### src/sv/ffra_pkg.sv
// shared types and constants of the first-fit region allocator
package ffra_pkg;

    localparam int MAX_BLOCKS_DEF = 32;
    localparam int ADDR_BITS_DEF  = 16;

    localparam logic [2:0] ST_OK        = 3'd0;
    localparam logic [2:0] ST_NO_FIT    = 3'd1;
    localparam logic [2:0] ST_NOT_ALLOC = 3'd2;
    localparam logic [2:0] ST_FULL      = 3'd3;
    localparam logic [2:0] ST_ZERO      = 3'd4;

    localparam logic CMD_ALLOC = 1'b0;
    localparam logic CMD_FREE  = 1'b1;

    typedef enum logic [3:0] {
        S_IDLE,
        S_INIT,
        S_SCAN_EXACT,
        S_SCAN_BIG,
        S_SCAN_FREE,
        S_SHIFT_UP,
        S_SPLIT,
        S_FREE_NEXT,
        S_FREE_PREV,
        S_SHIFT_DOWN,
        S_DONE
    } state_t;

    // sequencer controls for the table datapath
    typedef struct packed {
        logic rd_cur;   // read entry at index
        logic shift_up; // copy entry index-1 to index
        logic shift_dn; // copy entry index+1 to index
    } ctl_t;

endpackage

### src/sv/first_fit_region_allocator.sv
// first-fit region allocator top level with sequencer and shared compare/add unit
// Each command walks the address-ordered block table through a sequencer. The
// table sits in a memory with one write port and one registered read port, so
// each entry visited takes an address step and then a read-data step. With N
// blocks in the table, an allocate makes up to two passes, one for an exact
// fit and one for a larger block. A split then shifts the table tail up one
// entry at a time and writes both halves. A free makes one pass, checks the
// next and the previous neighbor, and shifts the tail down over the merged
// entries. A finished result waits in an output register, so the next command
// may start while that result is stalled. A config write is taken only while
// no command is in flight and no result is pending. It rebuilds the table as
// one free block.
module first_fit_region_allocator #(
    parameter int MAX_BLOCKS = ffra_pkg::MAX_BLOCKS_DEF,
    parameter int ADDR_BITS  = ffra_pkg::ADDR_BITS_DEF
) (
    input  logic                 clk,
    input  logic                 rst_n,
    input  logic                 in_valid,
    output logic                 in_stall,
    input  logic                 command,
    input  logic [ADDR_BITS:0]   request_size,
    input  logic [ADDR_BITS-1:0] free_address,
    output logic                 out_valid,
    input  logic                 out_stall,
    output logic [2:0]           status,
    output logic [ADDR_BITS-1:0] address,
    input  logic                 cfg_valid,
    output logic                 cfg_ready,
    input  logic [ADDR_BITS:0]   cfg_data
);
    import ffra_pkg::*;

    localparam int IDX_BITS = $clog2(MAX_BLOCKS);
    localparam int CNT_BITS = $clog2(MAX_BLOCKS + 1);
    localparam logic [ADDR_BITS:0] REGION_MAX = {1'b1, {ADDR_BITS{1'b0}}};

    state_t state_reg, state_next;
    logic [CNT_BITS-1:0]  count_reg, count_next;
    logic [IDX_BITS-1:0]  idx_reg, idx_next;
    logic [IDX_BITS-1:0]  hit_reg, hit_next;
    logic                 phase_reg, phase_next;
    logic [1:0]           gap_reg, gap_next;
    logic                 cmd_reg;
    logic [ADDR_BITS:0]   size_reg;
    logic [ADDR_BITS-1:0] faddr_reg;
    logic [ADDR_BITS:0]   region_reg, region_next;
    logic [ADDR_BITS-1:0] hstart_reg, hstart_next;
    logic [ADDR_BITS:0]   hlen_reg, hlen_next;
    logic [2:0]           status_reg, status_next;
    logic [ADDR_BITS-1:0] addr_reg, addr_next;
    logic                 ovalid_reg, ovalid_next;
    logic [2:0]           ostatus_reg;
    logic [ADDR_BITS-1:0] oaddr_reg;

    logic                 we;
    logic [IDX_BITS-1:0]  waddr, raddr;
    logic [ADDR_BITS-1:0] wstart, rstart;
    logic [ADDR_BITS:0]   wlen, rlen;
    logic                 wfree, rfree;
    logic [ADDR_BITS:0]   sum_len;
    logic                 len_eq, len_gt;
    logic                 last_idx;
    logic                 idx_past;
    logic                 in_acc, cfg_acc;
    logic                 out_load;
    logic [ADDR_BITS:0]   cfg_sat;

    ffra_table #(
        .MAX_BLOCKS(MAX_BLOCKS),
        .ADDR_BITS (ADDR_BITS),
        .IDX_BITS  (IDX_BITS)
    ) u_table (
        .clk   (clk),
        .we    (we),
        .waddr (waddr),
        .wstart(wstart),
        .wlen  (wlen),
        .wfree (wfree),
        .raddr (raddr),
        .rstart(rstart),
        .rlen  (rlen),
        .rfree (rfree)
    );

    // handshakes
    assign in_acc    = in_valid && !in_stall;
    assign cfg_acc   = cfg_valid && cfg_ready;
    assign in_stall  = (state_reg != S_IDLE);
    assign cfg_ready = (state_reg == S_IDLE) && !ovalid_reg && !in_valid;
    assign out_valid = ovalid_reg;
    assign status    = ostatus_reg;
    assign address   = oaddr_reg;
    assign out_load  = (state_reg == S_DONE) && (!ovalid_reg || !out_stall);

    // saturated region size from the config write; a zero write becomes one
    always_comb
    begin
        if (cfg_data > REGION_MAX)
            cfg_sat = REGION_MAX;
        else if (cfg_data == '0)
            cfg_sat = (ADDR_BITS+1)'(1);
        else
            cfg_sat = cfg_data;
    end

    // shared compare and add unit
    assign len_eq   = (rlen == size_reg);
    assign len_gt   = (rlen > size_reg);
    assign sum_len  = hlen_reg + rlen;
    assign last_idx = ({1'b0, idx_reg} + (IDX_BITS+1)'(1)) >= (IDX_BITS+1)'(count_reg);
    assign idx_past = {1'b0, idx_reg} >= (IDX_BITS+1)'(count_reg);

    // next state
    always_comb
    begin
        state_next = state_reg;
        case (state_reg)
            S_IDLE:
            begin
                if (cfg_acc)
                    state_next = S_INIT;
                else if (in_acc)
                begin
                    if (command == CMD_FREE)
                        state_next = S_SCAN_FREE;
                    else if (request_size == '0)
                        state_next = S_DONE;
                    else
                        state_next = S_SCAN_EXACT;
                end
            end
            S_INIT:
                state_next = S_IDLE;
            S_SCAN_EXACT:
            begin
                if (phase_reg)
                begin
                    if (rfree && len_eq)
                        state_next = S_DONE;
                    else if (last_idx)
                        state_next = S_SCAN_BIG;
                end
            end
            S_SCAN_BIG:
            begin
                if (phase_reg)
                begin
                    if (rfree && len_gt)
                        state_next = (count_reg >= CNT_BITS'(MAX_BLOCKS)) ? S_DONE
                                                                          : S_SHIFT_UP;
                    else if (last_idx)
                        state_next = S_DONE;
                end
            end
            S_SHIFT_UP:
            begin
                if (idx_reg == hit_reg)
                    state_next = S_SPLIT;
            end
            S_SPLIT:
            begin
                if (phase_reg)
                    state_next = S_DONE;
            end
            S_SCAN_FREE:
            begin
                if (phase_reg)
                begin
                    if (!rfree && rstart == faddr_reg && {1'b0, rlen} != 0)
                        state_next = S_FREE_NEXT;
                    else if (last_idx)
                        state_next = S_DONE;
                end
            end
            S_FREE_NEXT:
            begin
                if (phase_reg)
                    state_next = S_FREE_PREV;
            end
            S_FREE_PREV:
            begin
                if (phase_reg)
                    state_next = S_SHIFT_DOWN;
            end
            S_SHIFT_DOWN:
            begin
                if (gap_reg == 2'd0 || idx_past)
                    state_next = S_DONE;
                else if (phase_reg && last_idx)
                    state_next = S_DONE;
            end
            S_DONE:
            begin
                if (!ovalid_reg || !out_stall)
                    state_next = S_IDLE;
            end
            default:
                state_next = S_IDLE;
        endcase
    end

    // datapath and outputs
    always_comb
    begin
        count_next  = count_reg;
        idx_next    = idx_reg;
        hit_next    = hit_reg;
        phase_next  = phase_reg;
        gap_next    = gap_reg;
        region_next = region_reg;
        hstart_next = hstart_reg;
        hlen_next   = hlen_reg;
        status_next = status_reg;
        addr_next   = addr_reg;
        ovalid_next = ovalid_reg;
        we          = 1'b0;
        waddr       = idx_reg;
        wstart      = rstart;
        wlen        = rlen;
        wfree       = rfree;
        raddr       = idx_reg;

        if (ovalid_reg && !out_stall)
            ovalid_next = 1'b0;

        case (state_reg)
            S_IDLE:
            begin
                idx_next   = '0;
                phase_next = 1'b0;
                gap_next   = '0;
                if (cfg_acc)
                    region_next = cfg_sat;
                else if (in_acc)
                begin
                    status_next = (command == CMD_FREE) ? ST_NOT_ALLOC
                                : (request_size == '0) ? ST_ZERO : ST_NO_FIT;
                    addr_next   = '0;
                end
            end
            S_INIT:
            begin
                we         = 1'b1;
                waddr      = '0;
                wstart     = '0;
                wlen       = region_reg;
                wfree      = 1'b1;
                count_next = CNT_BITS'(1);
            end
            S_SCAN_EXACT, S_SCAN_BIG:
            begin
                phase_next = !phase_reg;
                if (phase_reg)
                begin
                    if (state_reg == S_SCAN_EXACT && rfree && len_eq)
                    begin
                        we          = 1'b1;
                        wfree       = 1'b0;
                        status_next = ST_OK;
                        addr_next   = rstart;
                    end
                    else if (state_reg == S_SCAN_BIG && rfree && len_gt)
                    begin
                        hit_next    = idx_reg;
                        hstart_next = rstart;
                        hlen_next   = rlen;
                        if (count_reg >= CNT_BITS'(MAX_BLOCKS))
                            status_next = ST_FULL;
                        idx_next   = IDX_BITS'(count_reg);
                        phase_next = 1'b0;
                    end
                    else if (last_idx)
                        idx_next = '0;
                    else
                        idx_next = idx_reg + IDX_BITS'(1);
                end
            end
            S_SHIFT_UP:
            begin
                // move entry idx-1 to idx, one entry at a time
                raddr      = idx_reg - IDX_BITS'(1);
                phase_next = !phase_reg;
                if (idx_reg != hit_reg && phase_reg)
                begin
                    we       = 1'b1;
                    idx_next = idx_reg - IDX_BITS'(1);
                end
                else if (idx_reg == hit_reg)
                    phase_next = 1'b0;
            end
            S_SPLIT:
            begin
                // remainder goes to hit+1 first, then the front part is allocated
                phase_next = !phase_reg;
                we         = 1'b1;
                if (!phase_reg)
                begin
                    waddr  = hit_reg + IDX_BITS'(1);
                    wstart = hstart_reg + ADDR_BITS'(size_reg);
                    wlen   = hlen_reg - size_reg;
                    wfree  = 1'b1;
                end
                else
                begin
                    waddr       = hit_reg;
                    wstart      = hstart_reg;
                    wlen        = size_reg;
                    wfree       = 1'b0;
                    count_next  = count_reg + CNT_BITS'(1);
                    status_next = ST_OK;
                    addr_next   = hstart_reg;
                end
            end
            S_SCAN_FREE:
            begin
                phase_next = !phase_reg;
                if (phase_reg)
                begin
                    if (!rfree && rstart == faddr_reg && {1'b0, rlen} != 0)
                    begin
                        hit_next    = idx_reg;
                        hstart_next = rstart;
                        hlen_next   = rlen;
                        status_next = ST_OK;
                        phase_next  = 1'b0;
                        idx_next    = idx_reg + IDX_BITS'(1);
                    end
                    else if (!last_idx)
                        idx_next = idx_reg + IDX_BITS'(1);
                end
            end
            S_FREE_NEXT:
            begin
                // merge with the next block when it is free
                phase_next = !phase_reg;
                raddr      = hit_reg + IDX_BITS'(1);
                if (phase_reg)
                begin
                    idx_next = hit_reg;
                    if (({1'b0, hit_reg} + (IDX_BITS+1)'(1)) < (IDX_BITS+1)'(count_reg)
                        && rfree)
                    begin
                        hlen_next  = sum_len;
                        count_next = count_reg - CNT_BITS'(1);
                        hit_next   = hit_reg;
                        gap_next   = gap_reg + 2'd1;
                    end
                    if (hit_reg == '0)
                        idx_next = hit_reg;
                    else
                        idx_next = hit_reg - IDX_BITS'(1);
                end
            end
            S_FREE_PREV:
            begin
                // merge with the previous block when it is free
                phase_next = !phase_reg;
                raddr      = hit_reg - IDX_BITS'(1);
                if (phase_reg)
                begin
                    we    = 1'b1;
                    wfree = 1'b1;
                    if (hit_reg != '0 && rfree)
                    begin
                        waddr      = hit_reg - IDX_BITS'(1);
                        wstart     = rstart;
                        wlen       = sum_len;
                        count_next = count_reg - CNT_BITS'(1);
                        hit_next   = hit_reg - IDX_BITS'(1);
                        gap_next   = gap_reg + 2'd1;
                    end
                    else
                    begin
                        waddr  = hit_reg;
                        wstart = hstart_reg;
                        wlen   = hlen_reg;
                    end
                    idx_next = (hit_reg != '0 && rfree) ? hit_reg : hit_reg + IDX_BITS'(1);
                end
            end
            S_SHIFT_DOWN:
            begin
                // close the gap: entry idx takes entry idx + gap
                phase_next = !phase_reg;
                raddr      = idx_reg + IDX_BITS'(gap_reg);
                if (phase_reg && gap_reg != 2'd0 && !idx_past)
                begin
                    we       = 1'b1;
                    idx_next = idx_reg + IDX_BITS'(1);
                end
            end
            S_DONE:
            begin
                if (!ovalid_reg || !out_stall)
                    ovalid_next = 1'b1;
            end
            default:
            begin
            end
        endcase
    end

    // registers
    always_ff @(posedge clk or negedge rst_n)
    begin
        if (!rst_n)
        begin
            state_reg  <= S_INIT;
            count_reg  <= CNT_BITS'(1);
            idx_reg    <= '0;
            hit_reg    <= '0;
            phase_reg  <= 1'b0;
            gap_reg    <= '0;
            region_reg <= REGION_MAX;
            ovalid_reg <= 1'b0;
        end
        else
        begin
            state_reg  <= state_next;
            count_reg  <= count_next;
            idx_reg    <= idx_next;
            hit_reg    <= hit_next;
            phase_reg  <= phase_next;
            gap_reg    <= gap_next;
            region_reg <= region_next;
            ovalid_reg <= ovalid_next;
        end
    end

    // payload registers
    always_ff @(posedge clk)
    begin
        if (in_acc)
        begin
            cmd_reg   <= command;
            size_reg  <= request_size;
            faddr_reg <= free_address;
        end
        hstart_reg <= hstart_next;
        hlen_reg   <= hlen_next;
        status_reg <= status_next;
        addr_reg   <= (cmd_reg == CMD_FREE && state_reg != S_IDLE) ? '0 : addr_next;
        // result register, loaded when the finished command hands over
        if (out_load)
        begin
            ostatus_reg <= status_reg;
            oaddr_reg   <= addr_reg;
        end
    end

`ifndef SYNTH
    // a stalled result holds its payload
    a_out_hold: assert property (@(posedge clk) disable iff (!rst_n)
        (out_valid && out_stall) |=> (out_valid && $stable(status) && $stable(address)))
        else $error("result changed while stalled");

    // the table never holds more entries than it has rows and is never empty
    a_count_bound: assert property (@(posedge clk) disable iff (!rst_n)
        (count_reg <= CNT_BITS'(MAX_BLOCKS)) && (count_reg != '0))
        else $error("block count out of range");

    // a failed command reports address zero
    a_fail_addr: assert property (@(posedge clk) disable iff (!rst_n)
        (out_valid && status != ST_OK) |-> (address == '0))
        else $error("nonzero address on failure");
`endif

endmodule

### src/sv/ffra_table.sv
// block table memory: one write port, one registered read port
module ffra_table #(
    parameter int MAX_BLOCKS = ffra_pkg::MAX_BLOCKS_DEF,
    parameter int ADDR_BITS  = ffra_pkg::ADDR_BITS_DEF,
    parameter int IDX_BITS   = $clog2(MAX_BLOCKS)
) (
    input  logic                 clk,
    input  logic                 we,
    input  logic [IDX_BITS-1:0]  waddr,
    input  logic [ADDR_BITS-1:0] wstart,
    input  logic [ADDR_BITS:0]   wlen,
    input  logic                 wfree,
    input  logic [IDX_BITS-1:0]  raddr,
    output logic [ADDR_BITS-1:0] rstart,
    output logic [ADDR_BITS:0]   rlen,
    output logic                 rfree
);
    import ffra_pkg::*;

    logic [ADDR_BITS-1:0] start_mem [MAX_BLOCKS];
    logic [ADDR_BITS:0]   len_mem   [MAX_BLOCKS];
    logic                 free_mem  [MAX_BLOCKS];

    // write port
    always_ff @(posedge clk)
    begin
        if (we)
        begin
            start_mem[waddr] <= wstart;
            len_mem[waddr]   <= wlen;
            free_mem[waddr]  <= wfree;
        end
    end

    // registered read port
    always_ff @(posedge clk)
    begin
        rstart <= start_mem[raddr];
        rlen   <= len_mem[raddr];
        rfree  <= free_mem[raddr];
    end

endmodule

### config.mk
export PLATFORM = sky130hd
export DESIGN_NAME = first_fit_region_allocator
export DESIGN_NICKNAME = d
export VERILOG_FILES = /design/src/sv/ffra_pkg.sv /design/src/sv/first_fit_region_allocator.sv /design/src/sv/ffra_table.sv
export SDC_FILE = /design/constraint.sdc
export NUM_CORES = 2
export LEC_CHECK = 0
export BUFFER_PORTS_ARGS = -buffer_cell sky130_fd_sc_hd__buf_2
export CORE_ASPECT_RATIO = 2
export CORE_UTILIZATION = 40
export DETAILED_ROUTE_END_ITERATION = 16
export SYNTH_ARGS = -nofsm -noshare
export SYNTH_HDL_FRONTEND = slang
export SYNTH_SLANG_ARGS = --single-unit
### constraint.sdc
create_clock -name clk -period 5.4 [get_ports clk]
set_input_delay 0.81 -clock clk [delete_from_list [all_inputs] [get_ports clk]]
set_output_delay 0.81 -clock clk [all_outputs]
set_load 0.02 [all_outputs]
==> impl_metrics.env <==
export IMPL_status="complete, no violations"
export IMPL_finalSetupViolCount=0
export IMPL_synth_top_cells_by_count="edfxtp_1 (1177), nand2_1 (1143), nand3_1 (231), a311oi_1 (172), and3_1 (142)"
export IMPL_place_area_um2=58800
export IMPL_dp_hpwl_mm=110
export IMPL_drcViolationCount=0
export IMPL_synthMostInstantiatedCell="edfxtp_1"
export IMPL_end_kind="flip-flop"
export IMPL_r2r_cells=9
export IMPL_drive_above_1_share_pct=11.8
export IMPL_fin_skew_ps=43.8
export IMPL_wl_per_cell_um=25.7
export IMPL_slew_headroom_pct=13.8
export IMPL_synth_enable_flop_cells=1177
export IMPL_cts_resized=0
export IMPL_synth_distinct_cells=95
export IMPL_fin_cells=6362
export IMPL_synth_main_ff_cell="edfxtp_1"
export IMPL_startpoint_type="flip-flop"
export IMPL_drtIter0Drc=2924
export IMPL_route_vias_total=37100
export IMPL_fin_area_um2=62300
export IMPL_initial_core_util_pct=40.3
export IMPL_dieWidth_um=264
export IMPL_max_cap_violations=0
export IMPL_synth_seq_area_share_pct=68.0
export IMPL_power_w=0.0412
export IMPL_die_area_um2=139000
export IMPL_peakVddDrop_mv=0.383
export IMPL_clock_sinks=1268
export IMPL_max_flop_register="u_table.len_mem"
export IMPL_worstSetupPathType="flip-flop to flip-flop"
export IMPL_worst_path_max_fanout=57
export IMPL_critPathArrivalTime_ps=5170
export IMPL_place_port_buffers=77
export IMPL_rsz0062_at_grt="no"
export IMPL_syn2layout_area_growth_pct=13.4
export IMPL_yosysWarnings=0
export IMPL_antenna_found_initial=8
export IMPL_required_ps=5960
export IMPL_numCtsBuffers=103
export IMPL_hold_path_class="input pin to async pin"
export IMPL_grt_overflow=0
export IMPL_clock_latency_ps=730
export IMPL_top_regs="u_table.len_mem x544, u_table.start_mem x512, u_table.free_mem x32"
export IMPL_num_rows=192
export IMPL_crit_buf_inv=1
export IMPL_crit_slowest_cell="dfrtp_1"
export IMPL_gr_usage_met1_pct=25.0
export IMPL_fin_nets=4672
export IMPL_dp_cells=6161
export IMPL_grt_pass1_vias=36800
export IMPL_rr_startpoint="state_reg[3]$_DFFE_PN0P_"
export IMPL_die_h_um=526
export IMPL_avgSynthCellArea_um2=12.4
export IMPL_drv_slew=0
export IMPL_grt_use_met3_pct=2.72
export IMPL_clock_fmax_mhz=217
export IMPL_coreArea_um2=136000
export IMPL_grt_use_met2_pct=43.1
export IMPL_fin_crit_ps=4620
export IMPL_track_usage_pct=23.2
export IMPL_yosysTopAreaCellShare_pct=64.3
export IMPL_synth_area_top_cells="edfxtp_1 (64%), nand2_1 (7.8%), a311oi_1 (2.7%)"
export IMPL_cp_slowest_stage_delay_ps=960
export IMPL_synth_seq_cells=1268
export IMPL_timing_rr_end="u_table.rstart[7]$_DFF_P_"
export IMPL_grt_max_degree=87
export IMPL_hold_viol_final=0
export IMPL_gp_routability_congestion=0.960
export IMPL_clk_pin_slew_ps=80
export IMPL_crit_family="compound AO/OA/AOI/OAI gates"
export IMPL_r2r_slack_ps=780
export IMPL_finalSetupTns_ps=0
export IMPL_grt_busiest_layer="met2"
export IMPL_cts_root_buffer="clkbuf_16"
export IMPL_synth_nets=4572
export IMPL_worstMarginPinSlew_ps=1290
export IMPL_synth_area_um2=54900
export IMPL_power_density_nw_per_um2=661
export IMPL_ant_nets=0
export IMPL_ctsHoldBuffers=0
export IMPL_utilization_pct=45.7
export IMPL_nFillCells=12100
export IMPL_clockBufferDepth=3
export IMPL_viasPerCell=5.83
export IMPL_ios=78
export IMPL_syn_inst=4420
export IMPL_cts_tree="done"
export IMPL_htree_levels=3
export IMPL_drtPass1Iterations=8
export IMPL_grt_first_pass_wirelength_mm=241
export IMPL_postSynth_asyncResetShare_pct=3.23
export IMPL_cts_setup_buffers=0
export IMPL_finalCritPeriodShare_pct=85.5
export IMPL_largest_reg_flops=544
export IMPL_synth_largest_area_cell="edfxtp_1"
export IMPL_path_cells="nor2b_1 -> and3_1 -> a221o_1 -> a21oi_1 -> o311a_4 -> buf_12 -> a311oi_1 -> o311ai_1 -> o221ai_1"
export IMPL_wirelength_mm=164
export IMPL_p_leak_nw=21.9
[layout by cell type, fill, tap and decap left out, types with 23 or more instances in the layout]
master     synthesis  final
o21ai_0          103     86
a31oi_1           78     74
nor2_1           133    100
a21o_1            23     23
nor2_4             0     33
xor2_1            35     35
nor3_1            30     28
a21oi_1           67     66
edfxtp_1        1177   1177
buf_4             22    166
buf_12             0     44
inv_1             58     58
dfxtp_1           50     50
nand2_1         1143   1142
a311o_1           36     36
nand3_1          231    231
a22oi_1           36     36
a211oi_1          59     59
xnor2_1           42     42
o221ai_1          42     41
a311oi_1         172    172
and3_1           142    142
o311ai_1          34     33
clkbuf_16          0    106
buf_2            124     77
dfrtp_1           38     37
ha_1              91     91
[how the worst max path moves through the flow]
| stage | slack, ps | startpoint | cells past startpoint | to |
|---|---|---|---|---|
| 6_report | 780 | state_reg[3]$_DFFE_PN0P_ | 9 | u_table.rstart[7]$_DFF_P_ |
| 5_1_grt | 680 | idx_reg[0]$_DFFE_PN0P_ | 13 | u_table.rlen[10]$_DFF_P_ |
| 4_1_cts | 920 | idx_reg[0]$_DFFE_PN0P_ | 13 | u_table.len_mem[27][9]$_DFFE_PP_ |
| 3_5_place_dp | 880 | idx_reg[0]$_DFFE_PN0P_ | 13 | u_table.len_mem[27][4]$_DFFE_PP_ |
| 3_3_place_gp | 870 | idx_reg[0]$_DFFE_PN0P_ | 11 | u_table.rstart[7]$_DFF_P_ |
| 2_1_floorplan | 620 | idx_reg[0]$_DFFE_PN0P_ | 13 | u_table.free_mem[11]$_DFFE_PP_ |
[final cells by class]
class                   instances  area [um2]  area share [%]
clock inverters                67         722            1.16
well taps                    1746        2180            3.50
flip-flops and latches       1268       37400            60.0
diodes                          5        12.5          0.0201
inverters                      61         229           0.367
clock buffers                 129        2790            4.47
multi-input cells            2799       16500            26.5
repair buffers                287        2510            4.03
[layer usage]
layer	share of wire, %	vias up
met5	0.016	-
met4	6.6	4
met3	4.6	404
met2	53	1287
met1	35	18600
li1	-	16800
[kinds of logic (layout without fill, tap and decap cells)]
group | after synthesis | count (layout) | share of synthesized area [%]
mux | 13 | 13 | 0.250
other cells | 0 | 5 | 0
flops | 1268 | 1268 | 68.0
xor+xnor | 77 | 77 | 1.23
simple gates | 1826 | 1826 | 14.5
compound gates | 787 | 787 | 10.8
fa+ha+maj | 96 | 96 | 2.25
buf+inv | 353 | 544 | 2.87
[power breakdown]
group,switching (W),internal [W]
clock network,0.00359,0.00428
logic,0.0132,0.00576
registers,0.000818,0.0135
total,0.0176,0.0236
[metrics by stage]
stage          hold WS, ps  worst slack, ps
3_5_place_dp           408              884
6_report               200              784
4_1_cts                177              916
5_1_grt                209              682
3_3_place_gp           402              866
2_1_floorplan          400              623
Power figures use the tool's default switching activity.
